[src/rtl/core/rva_pkg.sv]
// ---------------------------------------------------------------------------
// rva_pkg: shared types and constants of the axis-angle vector rotator
// Item and result records, fixed-point constants, CORDIC arctangent table
// and the stage map of the arithmetic pipeline.
// ---------------------------------------------------------------------------
`timescale 1ns / 1ps
`default_nettype none

package rva_pkg;

   // Classified item as it waits in the queue.
   typedef struct packed {
      logic signed [31:0] vec_x;
      logic signed [31:0] vec_y;
      logic signed [31:0] vec_z;
      logic signed [31:0] axis_x;
      logic signed [31:0] axis_y;
      logic signed [31:0] axis_z;
      logic               zero;
      logic               flip;
      logic signed [31:0] ang;     // reduced angle, Q2.30
   } item_type;

   typedef struct packed {
      logic signed [31:0] out_x;
      logic signed [31:0] out_y;
      logic signed [31:0] out_z;
      logic               axis_zero;
      logic               saturated;
   } result_type;

   localparam logic signed [33:0] ANG_TWO_PI  = 34'sd1686629713;
   localparam logic signed [33:0] ANG_PI      = 34'sd843314857;
   localparam logic signed [33:0] ANG_HALF_PI = 34'sd421657428;
   localparam logic signed [33:0] Q30_ONE     = 34'sd1073741824;
   localparam logic signed [33:0] CORDIC_GAIN = 34'sd652032874;

   localparam int CORDIC_STEPS = 30;

   localparam logic [29:0] ATAN_Q30 [CORDIC_STEPS] = '{
      30'd843314857, 30'd497837829, 30'd263043837, 30'd133525159, 30'd67021687,
      30'd33543516,  30'd16775851,  30'd8388437,   30'd4194283,   30'd2097149,
      30'd1048576,   30'd524288,    30'd262144,    30'd131072,    30'd65536,
      30'd32768,     30'd16384,     30'd8192,      30'd4096,      30'd2048,
      30'd1024,      30'd512,       30'd256,       30'd128,       30'd64,
      30'd32,        30'd16,        30'd8,         30'd4,         30'd2
   };

   // Queue between front and back.
   localparam int QUEUE_DEPTH = 4;
   localparam int QPTR_W      = $clog2(QUEUE_DEPTH);
   localparam int QCNT_W      = $clog2(QUEUE_DEPTH + 1);

   // Stage map of the back pipeline.
   localparam int ROOT_STEPS = 32;
   localparam int DIV_STEPS  = 31;
   localparam int ST_SQR     = 0;
   localparam int ST_SUM     = 1;
   localparam int ST_ROOT0   = 2;
   localparam int ST_PREP    = ST_ROOT0 + ROOT_STEPS;
   localparam int ST_DIV0    = ST_PREP + 1;
   localparam int ST_FIX     = ST_DIV0 + DIV_STEPS;
   localparam int ST_CORD0   = ST_FIX - CORDIC_STEPS;
   localparam int ST_TU      = ST_FIX + 1;
   localparam int ST_TT      = ST_TU + 1;
   localparam int ST_MAT     = ST_TT + 1;
   localparam int ST_PROD    = ST_MAT + 1;
   localparam int ST_OUT     = ST_PROD + 1;
   localparam int NUM_STAGES = ST_OUT + 1;

endpackage

`default_nettype wire

[src/rtl/core/rva_front.sv]
// ---------------------------------------------------------------------------
// rva_front: item classification
// Flags a zero-length axis and folds the angle into [-pi/2, pi/2].
// ---------------------------------------------------------------------------
`timescale 1ns / 1ps
`default_nettype none

module rva_front (
   input  logic signed [31:0] req_vec_x,
   input  logic signed [31:0] req_vec_y,
   input  logic signed [31:0] req_vec_z,
   input  logic signed [31:0] req_axis_x,
   input  logic signed [31:0] req_axis_y,
   input  logic signed [31:0] req_axis_z,
   input  logic signed [31:0] req_angle,
   output rva_pkg::item_type  item
);
   import rva_pkg::*;

   logic signed [33:0] ang_full;
   logic signed [33:0] ang_turn;
   logic signed [33:0] ang_half;
   logic               flip;

   // One wrap is enough: the Q4.28 range, [-8, 8), reaches less than a turn past +-pi.
   always_comb begin
      ang_full = 34'(req_angle);
      if (ang_full > ANG_PI) begin
         ang_turn = ang_full - ANG_TWO_PI;
      end else if (ang_full < -ANG_PI) begin
         ang_turn = ang_full + ANG_TWO_PI;
      end else begin
         ang_turn = ang_full;
      end
      flip = 1'b0;
      if (ang_turn > ANG_HALF_PI) begin
         ang_half = ang_turn - ANG_PI;
         flip     = 1'b1;
      end else if (ang_turn < -ANG_HALF_PI) begin
         ang_half = ang_turn + ANG_PI;
         flip     = 1'b1;
      end else begin
         ang_half = ang_turn;
      end
   end

   always_comb begin
      item.vec_x  = req_vec_x;
      item.vec_y  = req_vec_y;
      item.vec_z  = req_vec_z;
      item.axis_x = req_axis_x;
      item.axis_y = req_axis_y;
      item.axis_z = req_axis_z;
      item.zero   = (req_axis_x == 32'sd0) && (req_axis_y == 32'sd0) &&
                    (req_axis_z == 32'sd0);
      item.flip   = flip;
      item.ang    = {ang_half[29:0], 2'b00};   // Q4.28 to Q2.30
   end

endmodule

`default_nettype wire

[config.mk]
export PLATFORM = sky130hd
export DESIGN_NAME = rva_front
export DESIGN_NICKNAME = d
export VERILOG_FILES = /design/src/rtl/core/rva_pkg.sv /design/src/rtl/core/rva_front.sv
export SDC_FILE = /design/constraint.sdc
export NUM_CORES = 1
export LEC_CHECK = 0
export BUFFER_PORTS_ARGS = -buffer_cell sky130_fd_sc_hd__buf_2
export CORE_AREA = 4 4 173 175
export DETAILED_ROUTE_END_ITERATION = 7
export DIE_AREA = 0 0 177 179
export SYNTH_ARGS = -nofsm -noshare
export SYNTH_HDL_FRONTEND = slang
export SYNTH_SLANG_ARGS = --single-unit
[constraint.sdc]
create_clock -name vclk -period 13.8
set_input_delay 0.69 -clock vclk [all_inputs]
set_output_delay 0.69 -clock vclk [all_outputs]
set_load 0.02 [all_outputs]
==> impl_metrics.toml <==
[status]
status = "finished, final reports clean"

[global_routing]
grt.busiest_layer = "met2"
grt_pass1_wl_microns = 36900
grt_use_met1_pct = 16.9
grtUsageMet2_pct = 27.8
grt_max_degree = 32
grt_pass1_vias = 5691
antenna_found_initial = 0
grtUsageTotal_pct = 15.0
grt_overflow_total = 0
grtUsageMet3_pct = 3.96

[hold_path]
hold_path.startpoint = "req_vec_z[10]"
worstHoldPathType = "input port to primary output"
holdPathEnd = "item[140]"
holdPathStages = 0

[logic_synthesis]
syn_avg_cell_area_sq_um = 6.99
synth_top_area_share_pct = 27.2
syn_area_sq_mm = 0.00543
synthTopCellsByArea = "buf_4 27%, xnor2_1 5.6%, nor4_1 4.0%"
synth_warnings = 0
yosys.area.top_type = "buf_4"
synth_cell_types = 85
syn_inst = 777
ys_seq_area_share_pct = 0

[floorplanning]
io_pins = 450
rows = 62
die_area_sq_mm = 0.0317
die_w_microns = 177
coreArea_sq_mm = 0.0285
chipHeight_microns = 179
initial_core_util_pct = 19.1

[finish]
nClkBuffers = 0
finish.utilization_pct = 19.6
areaGrowthSynthToFinish_pct = 2.81
num_antenna_cells = 0
seqCellArea_sq_um = 0
drive_gt1_share_pct = 37.4
mostFrequentLayoutCell = "buf_2"
nFlopsAndLatches = 0
layout.nets = 1034
most-common-layout-cells = "256 x buf_2, 39 x nor2_1, 35 x nor4_1, 35 x xnor2_1, 31 x nand2_1"

[placed_design]
portBuffers = 256
pre_cts_slack_ps = 7110
gp_congestion = 0.893
dpl.hpwl_microns = 22700

[power]
cellPowerDensity_mw_per_mm2 = 61.6
finalPower_uw = 344
seqPwrFrac_pct = 0
comb_power_share_pct = 100.0
intPower_uw = 113
p_switching_uw = 231
switching_share_pct = 67.1
p_leak_nw = 2.22
ir_drop_v = 0.0000117
power_frac_clock_pct = 0

[drt]
first_iter_violations = 633
drt_wl_total_microns = 26700
post_drt_wl_per_cell_microns = 22.5
vias = 6323
ant_nets = 0
firstDrtPassIters = 5
viasPerCell = 5.33
drc = 0

[sta]
maxSlewHeadroom_pct = 35.0
setup_viol = 0
setup_tns_ps = 0
fin_hold_ws_ps = 1380
fin_crit_sh_pct = 48.8
post-route-min-period_ps = 6740
hold_violations = 0
rsz0062_at_grt = "false"
drv_slew = 0
fmax_mhz = 148
setup_slack_ps = 7060
worst_slew_pin_slew_ps = 967

[cts]
cts_setup_buffers = 0
post_cts_resized = 0
ctsHoldBuffers = 0

[critical_path]
timing_worst_setup_path_type = "input port to primary output"
max_stage_delay_ps = 750
endpoint_kind = "primary output"
worst_path_max_delay_cell = "a311oi_2"
start_kind = "input port"
crit_path_cell_trace = "buf_2 > or4_4 > or4_4 > a311oi_2 > o21ai_2 > o31ai_1 > xor2_1 > nand2_1 > nor4_1 > o311ai_2 > nand2_2 > o22ai_1 > xnor2_1 > buf_2"
cp_data_required_time_ps = 13110
worstPathArrival_ps = 6050
worst-path-max-fanout = 18

[run]
drv_cap = 0
[cell type report]
class                      count  area, sq um
tap                          384          480
multi-input combinational    525         3720
fill                        3295        22900
timing repair buffer         261         1320
inverter                      16         60.1
[cells by family after synthesis]
kind of cell / count (synthesis) / share of synthesized area, %
and+or+nand+nor: 240 / 25.7
adders and majority gates: 6 / 1.38
other: 1 / 0.0691
AOI/OAI and AO/OA: 226 / 32.8
xor gates and xnor gates: 51 / 8.58
buffers and inverters: 253 / 31.5
[power by group through the flow]
| stage | sequential, mW | clock (mW) | combinational (mW) |
|---|---|---|---|
| global route | 0 | 0 | 0.369 |
| global placement | 0 | 0 | 0.343 |
| finish | 0 | 0 | 0.344 |
| CTS | 0 | 0 | 0.344 |
| detailed placement | 0 | 0 | 0.343 |
| floorplan | 0 | 0 | 0.276 |
[worst max-delay path: cells and delay by family]
family	cells	cell delay [ps]
and+or+nand+nor	5	2160
buffers and inverters	2	380
xor gates and xnor gates	2	860
AOI/OAI and AO/OA	5	1940
[how the worst max path moves through the flow]
stage	cells after the start	from	slack (ps)	endpoint
floorplan	18	req_angle[21]	7930	item[26]
global placement	14	req_angle[19]	7070	item[17]
detailed placement	14	req_angle[19]	7110	item[17]
CTS	14	req_angle[19]	7100	item[17]
global route	17	req_angle[19]	6830	item[28]
finish	14	req_angle[19]	7060	item[9]
[routing by layer]
metal  vias up  share of wire [%]  wire, microns
met4         0                3.1            834
met3        61                 11           2900
met1      3029                 36           9650
met5         -                  0              0
met2       422                 50          13300
li1       2811                  -              -
[per-stage QoR]
stage	cell area, sq um	std cells
final	5580	1186
after detailed placement	5580	1186
after global placement	5580	1186
after floorplan	5430	778
after CTS	5580	1186
after global routing	5580	1186
[cell usage after synthesis, types with 6 or more instances]
| cell | n |
|---|---|
| ha_1 | 6 |
| a21oi_1 | 27 |
| nor2_1 | 39 |
| and4_1 | 8 |
| o32ai_1 | 7 |
| nor3_1 | 14 |
| o211a_1 | 6 |
| nand2_1 | 31 |
| clkbuf_1 | 31 |
| o2111ai_1 | 8 |
| nor4_1 | 35 |
| a211oi_1 | 14 |
| a31oi_1 | 7 |
| xor2_1 | 15 |
| o21a_1 | 12 |
| o22ai_1 | 17 |
| o31ai_1 | 6 |
| a211o_1 | 13 |
| o211ai_1 | 10 |
| nand4_1 | 21 |
| and3_1 | 8 |
| inv_1 | 16 |
| buf_4 | 197 |
| o21ai_0 | 23 |
| xnor2_1 | 35 |
| nand3_1 | 17 |
| and2_1 | 8 |
| or3_1 | 11 |
| or2_2 | 9 |
Note: power is estimated with default switching activity, not from simulation.
