### src/rtl/core/rva_pkg.sv
// ---------------------------------------------------------------------------
// rva_pkg: shared types and constants of the axis-angle vector rotator
// Item and result records, fixed-point constants, CORDIC arctangent table
// and the stage map of the arithmetic pipeline.
// ---------------------------------------------------------------------------
`timescale 1ns / 1ps
`default_nettype none

package rva_pkg;

   // Classified item as it waits in the queue.
   typedef struct packed {
      logic signed [31:0] vec_x;
      logic signed [31:0] vec_y;
      logic signed [31:0] vec_z;
      logic signed [31:0] axis_x;
      logic signed [31:0] axis_y;
      logic signed [31:0] axis_z;
      logic               zero;
      logic               flip;
      logic signed [31:0] ang;     // reduced angle, Q2.30
   } item_type;

   typedef struct packed {
      logic signed [31:0] out_x;
      logic signed [31:0] out_y;
      logic signed [31:0] out_z;
      logic               axis_zero;
      logic               saturated;
   } result_type;

   localparam logic signed [33:0] ANG_TWO_PI  = 34'sd1686629713;
   localparam logic signed [33:0] ANG_PI      = 34'sd843314857;
   localparam logic signed [33:0] ANG_HALF_PI = 34'sd421657428;
   localparam logic signed [33:0] Q30_ONE     = 34'sd1073741824;
   localparam logic signed [33:0] CORDIC_GAIN = 34'sd652032874;

   localparam int CORDIC_STEPS = 30;

   localparam logic [29:0] ATAN_Q30 [CORDIC_STEPS] = '{
      30'd843314857, 30'd497837829, 30'd263043837, 30'd133525159, 30'd67021687,
      30'd33543516,  30'd16775851,  30'd8388437,   30'd4194283,   30'd2097149,
      30'd1048576,   30'd524288,    30'd262144,    30'd131072,    30'd65536,
      30'd32768,     30'd16384,     30'd8192,      30'd4096,      30'd2048,
      30'd1024,      30'd512,       30'd256,       30'd128,       30'd64,
      30'd32,        30'd16,        30'd8,         30'd4,         30'd2
   };

   // Queue between front and back.
   localparam int QUEUE_DEPTH = 4;
   localparam int QPTR_W      = $clog2(QUEUE_DEPTH);
   localparam int QCNT_W      = $clog2(QUEUE_DEPTH + 1);

   // Stage map of the back pipeline.
   localparam int ROOT_STEPS = 32;
   localparam int DIV_STEPS  = 31;
   localparam int ST_SQR     = 0;
   localparam int ST_SUM     = 1;
   localparam int ST_ROOT0   = 2;
   localparam int ST_PREP    = ST_ROOT0 + ROOT_STEPS;
   localparam int ST_DIV0    = ST_PREP + 1;
   localparam int ST_FIX     = ST_DIV0 + DIV_STEPS;
   localparam int ST_CORD0   = ST_FIX - CORDIC_STEPS;
   localparam int ST_TU      = ST_FIX + 1;
   localparam int ST_TT      = ST_TU + 1;
   localparam int ST_MAT     = ST_TT + 1;
   localparam int ST_PROD    = ST_MAT + 1;
   localparam int ST_OUT     = ST_PROD + 1;
   localparam int NUM_STAGES = ST_OUT + 1;

endpackage

`default_nettype wire

### src/rtl/core/rva_queue.sv
// ---------------------------------------------------------------------------
// rva_queue: item queue between front and back
// Small register FIFO; lets the front take transfers while the back stalls.
// ---------------------------------------------------------------------------
`timescale 1ns / 1ps
`default_nettype none

module rva_queue (
   input  logic              clock,
   input  logic              reset,
   input  logic              wr_valid,
   output logic              wr_ready,
   input  rva_pkg::item_type wr_item,
   output logic              rd_valid,
   input  logic              rd_pop,
   output rva_pkg::item_type rd_item
);
   import rva_pkg::*;

   item_type            mem [QUEUE_DEPTH];
   logic [QPTR_W-1:0]   wr_ptr_ff, wr_ptr_in;
   logic [QPTR_W-1:0]   rd_ptr_ff, rd_ptr_in;
   logic [QCNT_W-1:0]   count_ff, count_in;
   logic                push;
   logic                pop;

   assign wr_ready = (count_ff != QCNT_W'(QUEUE_DEPTH));
   assign rd_valid = (count_ff != '0);
   assign rd_item  = mem[rd_ptr_ff];
   assign push     = wr_valid && wr_ready;
   assign pop      = rd_pop && rd_valid;

   always_comb begin
      wr_ptr_in = push ? QPTR_W'(wr_ptr_ff + 1'b1) : wr_ptr_ff;
      rd_ptr_in = pop  ? QPTR_W'(rd_ptr_ff + 1'b1) : rd_ptr_ff;
      count_in  = count_ff;
      if (push && !pop) begin
         count_in = QCNT_W'(count_ff + 1'b1);
      end else if (pop && !push) begin
         count_in = QCNT_W'(count_ff - 1'b1);
      end
   end

   always_ff @(posedge clock) begin
      if (reset) begin
         wr_ptr_ff <= '0;
         rd_ptr_ff <= '0;
         count_ff  <= '0;
      end else begin
         wr_ptr_ff <= wr_ptr_in;
         rd_ptr_ff <= rd_ptr_in;
         count_ff  <= count_in;
      end
   end

   always_ff @(posedge clock) begin
      if (push) begin
         mem[wr_ptr_ff] <= wr_item;
      end
   end

endmodule

`default_nettype wire

### config.mk
export PLATFORM = sky130hd
export DESIGN_NAME = rva_queue
export DESIGN_NICKNAME = d
export VERILOG_FILES = /design/src/rtl/core/rva_pkg.sv /design/src/rtl/core/rva_queue.sv
export SDC_FILE = /design/constraint.sdc
export NUM_CORES = 1
export LEC_CHECK = 0
export ABC_AREA = 1
export BUFFER_PORTS_ARGS = -buffer_cell sky130_fd_sc_hd__buf_2
export CAP_MARGIN = 20
export CORE_ASPECT_RATIO = 1.2
export CORE_MARGIN = 5
export CORE_UTILIZATION = 46
export DETAILED_ROUTE_END_ITERATION = 12
export PLACE_DENSITY = 0.65
export SYNTH_ARGS = -nofsm -noshare
export SYNTH_HDL_FRONTEND = slang
export SYNTH_SLANG_ARGS = --single-unit
### constraint.sdc
create_clock -name clock -period 15.6 [get_ports clock]
set_clock_uncertainty 0.1 [all_clocks]
set_input_delay 0 -clock clock [delete_from_list [all_inputs] [get_ports clock]]
set_output_delay 0 -clock clock [all_outputs]
set_load 0.005 [all_outputs]
==> results_dict.tcl <==
set metrics [dict create \
    outcome "finished clean" \
    synthDominantAreaCellType "sky130_fd_sc_hd__edfxtp_1" \
    drc_errors 0 \
    multi_input_comb_area_um2 5650 \
    path_class "reg2out" \
    gp_routability_congestion 0.7584 \
    critical_path.cell_chain "buf_4, buf_4, o21ai_0, o22ai_1, buf_2" \
    ios 458 \
    design.die.area_um2 78900 \
    rsz0062_at_grt "no" \
    reg2reg_launch_point "count_ff[0]$_SDFFE_PP0P_" \
    sort_of_element_at_the_start_of_the_critical_path "flip-flop" \
    clock_tree.root_cell "sky130_fd_sc_hd__clkbuf_16" \
    critical_path_depth 5 \
    totalWireLength_mm 84.81 \
    post_synth_edffs 904 \
    tritoncts_clock_tree "done" \
    cap_violations 0 \
    ff2ff_setup_slack_ns 11.99 \
    dpl.cell_count 3521 \
    dp_hpwl_mm 45.99 \
    critical-path-top-delay-family "buffers and inverters" \
    timing.critical_path.slowest_stage_cell "sky130_fd_sc_hd__dfxtp_4" \
    buffers_plus_inverters_on_the_worst_setup_path 3 \
    hold_violations 0 \
    syn_avg_cell_area_um2 14.98 \
    detail_route.vias_per_cell 5.498 \
    netlist_area_um2 33740 \
    required_ns 15.50 \
    asyncSetResetFlopFracSynth_pct 0 \
    yosys.cell_count.top_type "sky130_fd_sc_hd__edfxtp_1" \
    reg2reg_to "mem[3][127]$_DFFE_PP_" \
    grt_start_max_net_pins 177 \
    power.density_nw_per_um2 155.0 \
    vias 22133 \
    worst_ir_drop_vdd_mv 0.1716 \
    ctsLongestPathBuffers 3 \
    tightest_pin_transition_ns 1.123 \
    seq_area_frac_synth_pct 80.98 \
    clk_pin_slew_worst_paths_ns 0.06 \
    clkSinkCount 913 \
    synthTopCellsByArea "sky130_fd_sc_hd__edfxtp_1 (80%), sky130_fd_sc_hd__o21ai_0 (5.2%), sky130_fd_sc_hd__nor2_1 (5.2%), sky130_fd_sc_hd__o22ai_1 (4.2%), sky130_fd_sc_hd__o21ai_1 (1.5%)" \
    die_width_um 257.3 \
    portBuffers 457 \
    synth.distinct_cells 20 \
    path_max_fanout 110 \
    worst_setup_path_end_kind "output port" \
    final.setup.tns_ns 0 \
    synth_largest_type_area_fraction_pct 80.44 \
    die_height_um 306.7 \
    hold_class "in2reg" \
    rr_worst_depth 6 \
    drive_gt1_share_pct 19.86 \
    postSynthCellCount 2253 \
    synth_top_cells_by_count "sky130_fd_sc_hd__edfxtp_1 (904), sky130_fd_sc_hd__nor2_1 (466), sky130_fd_sc_hd__o21ai_0 (352)" \
    p_total_mw 6.663 \
    cpPeakStageDelay_ns 0.97 \
    first_pass_iters 7 \
    floorplan.core_area_um2 72560 \
    remaining_max_slew_budget_at_the_tightest_pin_pct 25.11 \
    first_global_vias 23338 \
    part_of_the_cycle_the_worst_path_needs_pct 28.09 \
    htree_num_levels 3 \
    placementRows 108 \
    first_iter_violations 1929 \
    synthToLayoutAreaGrowth_pct 27.36 \
    antenna_violations_before_repair 11 \
    syn_nets 2489 \
    synth_seq_cells 913 \
    fin_nets 3245 \
    clock_latency_at_the_later_pin_of_the_worst_skew_pair_ns 0.63 \
    post_layout_nonfiller_instances 4026 \
    track_usage_pct 20.71 \
    drt-wirelength-per-cell_um 21.06 \
    drt.antenna.violating_nets 0 \
    clock.fmax_ghz 0.2282 \
    period_needed_ns 4.382 \
    critPathArrivalTime_ns 4.28 \
    setup_violations 0 \
    synth-warning-count 0 \
    timing_max_transition_violations_final 0 \
    setup.worst_path.end "rd_item[120]" \
    final.fill_count 5369 \
    global_route.overflow_total 0 \
    area.sequential_um2 27330 \
    grt_pass1_wl_mm 129.6 \
    critical_path.most_common_cell "sky130_fd_sc_hd__buf_4" \
    total_cts_buffers 89 \
    power_leakage_nw 15.10 \
    synth_top_flop_cell "sky130_fd_sc_hd__edfxtp_1" \
    initial_utilization_pct 46.50 \
]
==> report_power, final <==
part	total (mW)	internal, mW	switching (mW)
Sequential	3.06	2.98	0.0788
Combinational	1.49	0.516	0.978
Clock	2.11	1.23	0.874
==> how the worst min path moves through the flow <==
stage / startpoint / end / slack (ns) / cells after the start
after CTS: wr_item[39] / mem[1][39]$_DFFE_PP_ / 0.00002 / 2
after global placement: wr_item[26] / mem[2][26]$_DFFE_PP_ / 0.11 / 1
after detailed placement: wr_item[15] / mem[2][15]$_DFFE_PP_ / 0.11 / 1
after floorplan: reset / flip-flop / -0.03 / 1
after global routing: wr_item[0] / mem[0][0]$_DFFE_PP_ / 0.02 / 2
final: wr_item[40] / mem[0][40]$_DFFE_PP_ / 0.03 / 2
==> metal layers <==
metal,track usage (%),vias up,routed length [um],part of all wire [%]
met4,8.192,4,2680,3.2
met5,0,-,15,0.018
met2,36.47,841,43600,51
met3,5.022,176,6429,7.6
met1,24.68,11030,32080,38
li1,-,10082,-,-
==> cell type report <==
cell class | count | area share, %
tap | 935 | 2.722
antenna | 10 | 0.05823
multi-input combinational | 1175 | 13.15
clock buffer | 109 | 5.555
timing repair buffer | 814 | 13.62
clock inverter | 54 | 1.127
inverter | 16 | 0.1689
sequential | 913 | 63.60
==> what timing repair did <==
action | 4_1_cts | 5_1_grt
hold endpoints to repair | 913 | 0
setup buffers | 0 | 0
resized for setup | 0 | 0
hold buffers | 331 | 0
==> kinds of logic (layout without fill, tap and decap cells) <==
kind of cell / Yosys count / count (layout) / synth area share (%)
compound gates: 682 / 682 / 10.95
xor+xnor: 1 / 1 / 0.02596
fa+ha+maj: 6 / 6 / 0.2447
buf+inv: 165 / 993 / 2.366
flops: 913 / 913 / 80.98
other cells: 0 / 10 / 0
simple gates: 486 / 486 / 5.432
==> per-stage QoR <==
step                      utilization [%]  setup slack, ns  cell area, um^2  hold slack (ns)
after floorplan                         -            4.635            33740         -0.03093
after detailed placement            50.63            11.88            36740           0.1144
final                               59.22            11.22            42980          0.02741
after global placement              50.63            11.96            36740           0.1084
after global routing                59.22            10.93            42970          0.01564
after CTS                           59.15            11.23            42920       0.00002459
==> registers in the layout, indices dropped and copies added (netlist names), named ones only <==
name	count
mem	904
wr_ptr_ff	2
count_ff	3
rd_ptr_ff	2
==> worst reg2reg max path, delay by kind of cell, from the launching register on <==
kind | cells | cell delay [ns]
and+or+nand+nor | 4 | 0.98
buffers and inverters | 2 | 1.70
DFF | 1 | 0.40
==> placed cells by master (no fill, tap or decap) <==
| cell | count |
|---|---|
| sky130_fd_sc_hd__dfxtp_4 | 2 |
| sky130_fd_sc_hd__dfxtp_1 | 7 |
| sky130_fd_sc_hd__dlygate4sd3_1 | 331 |
| sky130_fd_sc_hd__buf_2 | 457 |
| sky130_fd_sc_hd__buf_12 | 3 |
| sky130_fd_sc_hd__nor2_1 | 462 |
| sky130_fd_sc_hd__diode_2 | 10 |
| sky130_fd_sc_hd__xor2_1 | 1 |
| sky130_fd_sc_hd__clkinvlp_4 | 1 |
| sky130_fd_sc_hd__clkinv_1 | 26 |
| sky130_fd_sc_hd__o21ai_1 | 101 |
| sky130_fd_sc_hd__inv_8 | 1 |
| sky130_fd_sc_hd__nand3b_1 | 1 |
| sky130_fd_sc_hd__o21ai_0 | 352 |
| sky130_fd_sc_hd__inv_1 | 14 |
| sky130_fd_sc_hd__clkinv_2 | 13 |
| sky130_fd_sc_hd__nand2_1 | 15 |
| sky130_fd_sc_hd__ha_1 | 5 |
| sky130_fd_sc_hd__edfxtp_1 | 904 |
| sky130_fd_sc_hd__clkbuf_16 | 93 |
| sky130_fd_sc_hd__clkbuf_1 | 16 |
| sky130_fd_sc_hd__bufinv_16 | 9 |
| sky130_fd_sc_hd__nor2_4 | 4 |
| sky130_fd_sc_hd__buf_16 | 1 |
| sky130_fd_sc_hd__buf_4 | 22 |
| sky130_fd_sc_hd__clkinv_4 | 3 |
| sky130_fd_sc_hd__fa_1 | 1 |
| sky130_fd_sc_hd__a21oi_1 | 3 |
| sky130_fd_sc_hd__inv_6 | 3 |
| sky130_fd_sc_hd__o22ai_1 | 226 |
| sky130_fd_sc_hd__nand3_1 | 4 |
(Power assumes the default switching activity.)
